==> src/hw/rtl/jste_pkg.sv <==
package jste_pkg;

	// one job as held in a queue cell or in the cpu registers
	typedef struct packed {
		logic [15:0] rem;
		logic [31:0] wait_t;
		logic [31:0] turn;
	} entry_t;

	typedef enum logic [2:0] {
		OP_NOP,
		OP_INS,
		OP_POP,
		OP_AGE,
		OP_POPAGE
	} cell_op_t;

	// command broadcast to every cell of the queue
	typedef struct packed {
		cell_op_t op;
		logic     sorted;
		entry_t   key;
	} cell_ctl_t;

	typedef enum logic [2:0] {
		S_IDLE,
		S_REQ,
		S_CHK,
		S_SWP,
		S_RUN
	} state_t;

	localparam logic [2:0] MODE_FCFS = 3'd0;
	localparam logic [2:0] MODE_SJF  = 3'd1;
	localparam logic [2:0] MODE_PSJF = 3'd2;
	localparam logic [2:0] MODE_RR   = 3'd3;
	localparam logic [2:0] MODE_RRP  = 3'd4;

	localparam logic [1:0] ST_TICK   = 2'd0;
	localparam logic [1:0] ST_DONE   = 2'd1;
	localparam logic [1:0] ST_REJECT = 2'd2;

	localparam logic [1:0] REG_MODE  = 2'd0;
	localparam logic [1:0] REG_SLICE = 2'd1;
	localparam logic [1:0] REG_PRIO  = 2'd2;
	localparam logic [1:0] REG_SWT   = 2'd3;

	localparam logic ACT_TICK = 1'b0;

	function automatic logic [31:0] inc32(input logic [31:0] v);
		return (v == 32'hFFFF_FFFF) ? v : v + 32'd1;
	endfunction

	function automatic entry_t age(input entry_t e);
		entry_t r;
		r = e;
		r.wait_t = inc32(e.wait_t);
		r.turn = inc32(e.turn);
		return r;
	endfunction

endpackage

==> src/hw/rtl/jste_cell.sv <==
module jste_cell (
	input  logic               clk,
	input  logic               arst_n,
	input  jste_pkg::cell_ctl_t ctl,
	input  jste_pkg::entry_t   left_ent,
	input  logic               left_vld,
	input  jste_pkg::entry_t   right_ent,
	input  logic               right_vld,
	input  logic               found_in,
	output logic               found_out,
	output jste_pkg::entry_t   ent,
	output logic               vld
);
	import jste_pkg::*;

	entry_t ent_q;
	logic   vld_q;
	entry_t ent_nxt;
	logic   vld_nxt;
	logic   match;

	// insert point: first free cell, or first cell with a longer job when sorted
	assign match = !vld_q || (ctl.sorted && (ent_q.rem > ctl.key.rem));
	assign found_out = found_in || match;

	always_comb begin
		ent_nxt = ent_q;
		vld_nxt = vld_q;
		case (ctl.op) inside
			OP_INS: begin
				if (found_in) begin
					ent_nxt = left_ent;
					vld_nxt = left_vld;
				end else if (match) begin
					ent_nxt = ctl.key;
					vld_nxt = 1'b1;
				end
			end
			OP_POP, OP_POPAGE: begin
				ent_nxt = right_ent;
				vld_nxt = right_vld;
			end
			default: ;
		endcase
		if ((ctl.op == OP_AGE || ctl.op == OP_POPAGE) && vld_nxt) begin
			ent_nxt = age(ent_nxt);
		end
	end

	always_ff @(posedge clk or negedge arst_n) begin
		if (!arst_n) begin
			vld_q <= 1'b0;
		end else begin
			vld_q <= vld_nxt;
		end
	end

	always_ff @(posedge clk) begin
		ent_q <= ent_nxt;
	end

	assign ent = ent_q;
	assign vld = vld_q;

endmodule

==> config.mk <==
export PLATFORM = sky130hd
export DESIGN_NAME = jste_cell
export DESIGN_NICKNAME = d
export VERILOG_FILES = /design/src/hw/rtl/jste_pkg.sv /design/src/hw/rtl/jste_cell.sv
export SDC_FILE = /design/constraint.sdc
export NUM_CORES = 1
export LEC_CHECK = 0
export BUFFER_PORTS_ARGS = -buffer_cell sky130_fd_sc_hd__buf_2
export CAP_MARGIN = 25
export CORE_UTILIZATION = 45
export DETAILED_ROUTE_END_ITERATION = 12
export HOLD_SLACK_MARGIN = 0.1
export PLACE_DENSITY = 0.76
export RECOVER_POWER = 25
export SLEW_MARGIN = 0
export SYNTH_ARGS = -nofsm -noshare
export SYNTH_HDL_FRONTEND = slang
export SYNTH_SLANG_ARGS = --single-unit
export TNS_END_PERCENT = 50
==> constraint.sdc <==
create_clock -name clk -period 9.4 [get_ports clk]
set_input_delay 1.88 -clock clk [delete_from_list [all_inputs] [get_ports clk]]
set_output_delay 1.88 -clock clk [all_outputs]
set_load 0.02 [all_outputs]
==> results.cfg, run 1 <==
[status]
status = completed

[timing]
grt_setup_unrepaired = no
timing.final.hold_violations = 0
fin_crit_ns = 6.22
final.period_utilization = 0.661
fmaxAchievable_mhz = 161
timing.final.max_slew_violations = 0
slew_at_the_pin_closest_to_its_max_slew_limit_ns = 0.948
finClkSkew_ns = 0.0111
report.final.setup_viol = 0
setup_tns_ns = 0
slew_headroom = 0.360

[drt]
route.final.wire_length_um = 31500
avgRoutedWirePerCell_um = 20.4
drt-pass1-iter-count = 6
routed-via-count = 9293
drt_iter0_drc = 744
via_per_inst = 6.02
drcViolationCount = 0
postRouteAntennaNets = 0

[min_path]
hold_start = ent[41]
holdCritPathClass = register to register
min_delay_worst_endpoint = ent[41]
hold_depth = 3

[yosys]
ys_seq_elements = 81
postSynthNetCount = 1304
synth-seq-area-share = 0.226
post_synth_inst_count = 1038
synth_area_leader_cell = sky130_fd_sc_hd__dfxtp_1
synth_edf_count = 16
yosysTopAreaCellShare = 0.162
synth_area_leaders = sky130_fd_sc_hd__dfxtp_1, sky130_fd_sc_hd__nand2_1, sky130_fd_sc_hd__edfxtp_1
synth.avg_cell_area_um2 = 7.61
synthFlopType = sky130_fd_sc_hd__dfxtp_1
distinct_cells_synth = 96
yosys_warnings = 0
async_reset_ff_frac = 0.0123
synthesis.area_mm2 = 0.00790

[pwr]
total_power_mw = 1.71
p_per_area_mw_per_mm2 = 175
irDropWorstVdd_v = 0.0000979
power_leakage_nw = 4.14

[die]
fp.coreArea_mm2 = 0.0172
ios = 331
effective_utilization_at_floorplan = 0.458
row_count = 48
dieArea_mm2 = 0.0181
floorplan.die.width_um = 134
die-height_um = 134

[cts]
hold_buffers = 0
clk_transition_reported_paths_ns = 0.07
cts_tree = built
insertion_delay_ns = 0.36
postCtsResizedCells = 0
max-clock-path-buffers = 2
ctsHtreeMaxLevel = 3
cts_post_setup_buffers_inserted = 0
clock_tree.root_cell = sky130_fd_sc_hd__clkbuf_16
cts_buffers = 9
numClockSinks = 81

[placement]
port_buffers = 330
dp_hpwl_um = 23700
gpl.final_weighted_congestion = 0.935
placedCellCount = 1526

[global_routing]
grt_pass1_wl_um = 47100
initial_antenna_violation_count = 2
grt_pass1_vias = 8533
grt_overflow = 0
maximum_number_of_pins_on_one_net_before_global_route_repair = 73
grtUsageTotal = 0.339

[critical_path]
critical_path.cell_chain = buf_2, inv_1, ha_1, nand4_4, nor3_2, o21ai_2, a31oi_4, buf_4, o311ai_0, nand4bb_1, nor2_1, or4b_1, o2111ai_1, a21boi_1
cp.required_ns = 9.68
cpMaxStageDelayCell = sky130_fd_sc_hd__or4b_1
setup.reg_to_reg.worst_slack_ns = 4.37
end_kind = register
worstReg2RegStart = ent[79]
worst-endpoint-arrival_ns = 6.50
timing.critical_path.slowest_cell_delay_ns = 0.83
critical_path_peak_fanout = 53
timing.rr.end = ent[40]
cp-startpoint = ctl[79]
kind_of_launch_point_of_the_worst_setup_path = primary input
r2r.worst_path.cells = 12
critPathKind = primary input to register

[cells_and_area]
fin_nets = 1578
post-route-util = 0.569
drive_above_1_share = 0.295
final_cell_count_no_fill = 1544
area_delta_synth_final_pct = 24.2

[flow_run]
maxCapViolations = 0
## routing by layer
layer	routed length, µm	track usage	vias to the layer above
met2	14600	0.562	516
met5	0	0	-
met4	777	0.117	0
met1	13400	0.444	4296
li1	-	-	4425
met3	2690	0.0593	56
## cell families after synthesis
group,synth area share
flip-flops,0.226
adder cells (fa/ha/maj),0.0269
multiplexers,0.0653
AO/OA/AOI/OAI,0.272
XOR/XNOR,0.0542
AND/OR/NAND/NOR,0.282
buffers and inverters,0.0729
## cells in the mapped netlist (26+ instances only)
master / count
sky130_fd_sc_hd__nand2_1: 146
sky130_fd_sc_hd__nor3_1: 70
sky130_fd_sc_hd__dfxtp_1: 64
sky130_fd_sc_hd__nor2_1: 64
sky130_fd_sc_hd__a21oi_1: 58
sky130_fd_sc_hd__o21ai_0: 50
sky130_fd_sc_hd__a31oi_1: 44
sky130_fd_sc_hd__mux2i_1: 38
sky130_fd_sc_hd__nand3_1: 36
sky130_fd_sc_hd__inv_1: 33
sky130_fd_sc_hd__clkbuf_1: 32
sky130_fd_sc_hd__buf_2: 31
sky130_fd_sc_hd__xnor2_1: 26
## area by class of cell
class	instances	area (µm²)
antenna	2	5.00
inverter	33	124
tap	225	282
clock buffer	10	239
timing repair buffer	348	1730
fill	1706	7430
multi-input combinational	839	5550
clock inverter	6	87.6
sequential	81	1790
## cells in the final DEF (no fill, tap or decap), types with 9 or more instances in the layout
cell type | netlist | routed
sky130_fd_sc_hd__nor2_1 | 64 | 63
sky130_fd_sc_hd__nand3_1 | 36 | 36
sky130_fd_sc_hd__clkbuf_1 | 32 | 44
sky130_fd_sc_hd__a211oi_1 | 14 | 14
sky130_fd_sc_hd__dfxtp_1 | 64 | 64
sky130_fd_sc_hd__mux2_2 | 11 | 11
sky130_fd_sc_hd__o21ai_0 | 50 | 50
sky130_fd_sc_hd__clkbuf_16 | 0 | 9
sky130_fd_sc_hd__nor3_1 | 70 | 69
sky130_fd_sc_hd__buf_2 | 31 | 286
sky130_fd_sc_hd__o211ai_1 | 11 | 11
sky130_fd_sc_hd__xnor2_1 | 26 | 26
sky130_fd_sc_hd__a21oi_1 | 58 | 58
sky130_fd_sc_hd__ha_1 | 17 | 17
sky130_fd_sc_hd__inv_1 | 33 | 32
sky130_fd_sc_hd__nand2_1 | 146 | 145
sky130_fd_sc_hd__o2111ai_1 | 10 | 10
sky130_fd_sc_hd__xor2_1 | 21 | 21
sky130_fd_sc_hd__o311ai_0 | 14 | 14
sky130_fd_sc_hd__mux2i_1 | 38 | 38
sky130_fd_sc_hd__buf_4 | 4 | 18
sky130_fd_sc_hd__a31oi_1 | 44 | 44
sky130_fd_sc_hd__o31ai_1 | 9 | 9
sky130_fd_sc_hd__edfxtp_1 | 16 | 16
sky130_fd_sc_hd__and2_1 | 10 | 10
## power by group
group	switching (mW)	internal, mW	total (mW)
clock network	0.157	0.241	0.398
registers	0.0765	0.437	0.513
logic	0.505	0.299	0.803
## per-stage QoR
stage | setup slack (ns) | hold WS, ns | cell area [µm²]
floorplan | 3.21 | 0.690 | 7900
global placement | 3.02 | 0.639 | 9530
detailed placement | 2.90 | 0.648 | 9530
CTS | 3.24 | 0.662 | 9860
global route | 2.90 | 0.716 | 9810
finish | 3.18 | 0.659 | 9810
## state kept, by name (all words and copies together), names as in the netlist
register	count
ent	80
vld	1
## worst max path at each step
stage           endpoint
2_1_floorplan  found_out
3_3_place_gp     ent[29]
3_5_place_dp     ent[40]
4_1_cts          ent[40]
5_1_grt           ent[1]
6_report         ent[40]
## worst max-delay path: cells and delay by family
kind,cells,cell delay (ns)
adders and majority gates,1,0.36
and+or+nand+nor,5,1.97
buffers and inverters,3,0.79
AOI/OAI and AO/OA,5,1.45
(Power assumes the default switching activity.)
==> run 2, diff against run 1 <==
PLACE_DENSITY = 0.79   (was 0.76)
clock period = 5.2 ns   (was 9.4 ns; I/O delays follow)
==> run 2 against run 1 <==
Clock skew is 0.0044 ns lower. Total power grew 82%. Routed wire length rose by 1.6%. Clock power grew 73%. Via count rose by 2.2%. Largest cell class unchanged. Critical endpoint is now ent[3]. Sequential share of layout area fell by 0.52 points. Critical path depth is 2 higher. Worst setup slack worse by 2.8 ns. First-iteration DRC count increased by 12%. Clock-buffer cell count rose by 1.
==> results.cfg, run 2 (synthesized netlist as in run 1, its figures left out) <==
[status]
status = completed

[global_routing]
grt_pass1_wl_um = 48400
initial_antenna_violation_count = 5
grt_pass1_vias = 8822
maximum_number_of_pins_on_one_net_before_global_route_repair = 52
grtUsageTotal = 0.349
grt_overflow = 0

[critical_path]
worstReg2RegStart = ent[75]
kind_of_launch_point_of_the_worst_setup_path = primary input
setup.reg_to_reg.worst_slack_ns = 0.81
worst-endpoint-arrival_ns = 5.07
timing.rr.end = ent[3]
critPathKind = primary input to register
r2r.worst_path.cells = 14
cp.required_ns = 5.48
critical_path_peak_fanout = 21
end_kind = register

[cts]
insertion_delay_ns = 0.35
hold_buffers = 0
ctsHtreeMaxLevel = 3
clock_tree.root_cell = sky130_fd_sc_hd__clkbuf_16
clk_transition_reported_paths_ns = 0.07
max-clock-path-buffers = 2
cts_buffers = 9
postCtsResizedCells = 0
cts_post_setup_buffers_inserted = 0
cts_tree = built
numClockSinks = 81

[drt]
drt-pass1-iter-count = 6
postRouteAntennaNets = 0
drt_iter0_drc = 835
avgRoutedWirePerCell_um = 20.3
via_per_inst = 6.02
route.final.wire_length_um = 32000
routed-via-count = 9498
drcViolationCount = 0

[pwr]
power_leakage_nw = 4.30
total_power_mw = 3.12
irDropWorstVdd_v = 0.000150
p_per_area_mw_per_mm2 = 309

[min_path]
holdCritPathClass = primary input to asynchronous set/reset pin

[die]
ios = 331
effective_utilization_at_floorplan = 0.458
row_count = 48
dieArea_mm2 = 0.0181
floorplan.die.width_um = 134
fp.coreArea_mm2 = 0.0172
die-height_um = 134

[cells_and_area]
drive_above_1_share = 0.311
largest_register_ffs = 80
area_used_by_multi_input_combinational_logic_mm2 = 0.00556
final_design_instance_area_without_fill_mm2 = 0.0101
fin_nets = 1608
seq_area_mm2 = 0.00179
layout_commonest_cell = sky130_fd_sc_hd__buf_2
fillers = 1663
layout_common_cells = sky130_fd_sc_hd__buf_2, sky130_fd_sc_hd__nand2_1, sky130_fd_sc_hd__nor3_1
area_delta_synth_final_pct = 27.8

[timing]
final_critical_path_setup_slack_ns = 0.406
report.final.setup_viol = 0
fin_crit_ns = 4.79
grt_setup_unrepaired = no
slew_at_the_pin_closest_to_its_max_slew_limit_ns = 0.911
final.period_utilization = 0.922
slew_headroom = 0.385
timing.final.hold_violations = 0
finClkSkew_ns = 0.00673
timing.final.max_slew_violations = 0
fmaxAchievable_mhz = 209
setup_tns_ns = 0
holdWs_ns = 0.458

[placement]
post-place-ws_ns = 0.130
place_area_mm2 = 0.00982
port_buffers = 330
dp_hpwl_um = 25200
gpl.final_weighted_congestion = 0.935

[flow_run]
maxCapViolations = 0
==> run 2: changes by cell type in the layout (fill, tap and decap cells not counted), sizes merged <==
cell / previous run / this run
buf: 304 / 334
diode: 2 / 6
inv: 36 / 34
bufinv: 2 / 1
clkbuf: 54 / 55
clkinvlp: 0 / 1
==> run 2: metal layers <==
metal  share of wire  vias up  track usage
met5               0        -            0
met3           0.098       62       0.0773
li1                -     4488            -
met2            0.46      561        0.564
met1            0.42     4387        0.446
met4           0.029        0        0.155
==> run 2: cell type report <==
| class | instances | area share |
|---|---|---|
| tap | 225 | 0.0279 |
| clock inverter | 4 | 0.00483 |
| antenna | 6 | 0.00149 |
| clock buffer | 11 | 0.0261 |
| multi-input combinational | 839 | 0.550 |
| inverter | 33 | 0.0123 |
| timing repair buffer | 378 | 0.200 |
| sequential | 81 | 0.177 |
==> run 2: where the power goes <==
group / switching [mW] / internal (mW) / leakage [nW]
combinational: 0.919 / 0.579 / 3.43
sequential: 0.144 / 0.789 / 0.709
clock: 0.276 / 0.412 / 0.153
total: 1.34 / 1.78 / 4.30
==> run 2: worst max-delay path, stage by stage <==
cell                       delay [ns]
sky130_fd_sc_hd__buf_2           0.07
sky130_fd_sc_hd__inv_1           0.04
sky130_fd_sc_hd__ha_1            0.31
sky130_fd_sc_hd__nand4_1         0.22
sky130_fd_sc_hd__nor3_2          0.38
sky130_fd_sc_hd__o21ai_2         0.17
sky130_fd_sc_hd__a31oi_4         0.39
sky130_fd_sc_hd__buf_12          0.23
sky130_fd_sc_hd__mux2_2          0.34
sky130_fd_sc_hd__o21ai_0         0.49
sky130_fd_sc_hd__nor3_1          0.21
sky130_fd_sc_hd__buf_4           0.22
sky130_fd_sc_hd__nor3b_2         0.20
sky130_fd_sc_hd__buf_4           0.17
sky130_fd_sc_hd__a311oi_1        0.42
sky130_fd_sc_hd__xnor2_1         0.16
==> run 2: how the worst max path moves through the flow <==
stage | start | end | slack, ns | cells past startpoint
6_report | ctl[75] | ent[3] | 0.41 | 16
5_1_grt | ctl[75] | ent[16] | 0.11 | 15
4_1_cts | ctl[79] | ent[36] | 0.49 | 14
3_5_place_dp | ctl[79] | ent[36] | 0.13 | 14
3_3_place_gp | ctl[79] | ent[29] | 0.20 | 14
2_1_floorplan | ctl[79] | ent[29] | 0.37 | 18
==> run 2: stage by stage <==
step / cells / utilization
final: 1577 / 0.586
after global routing: 1576 / 0.586
after CTS: 1571 / 0.588
after detailed placement: 1556 / 0.570
after global placement: 1556 / 0.570
after floorplan: 1038 / -
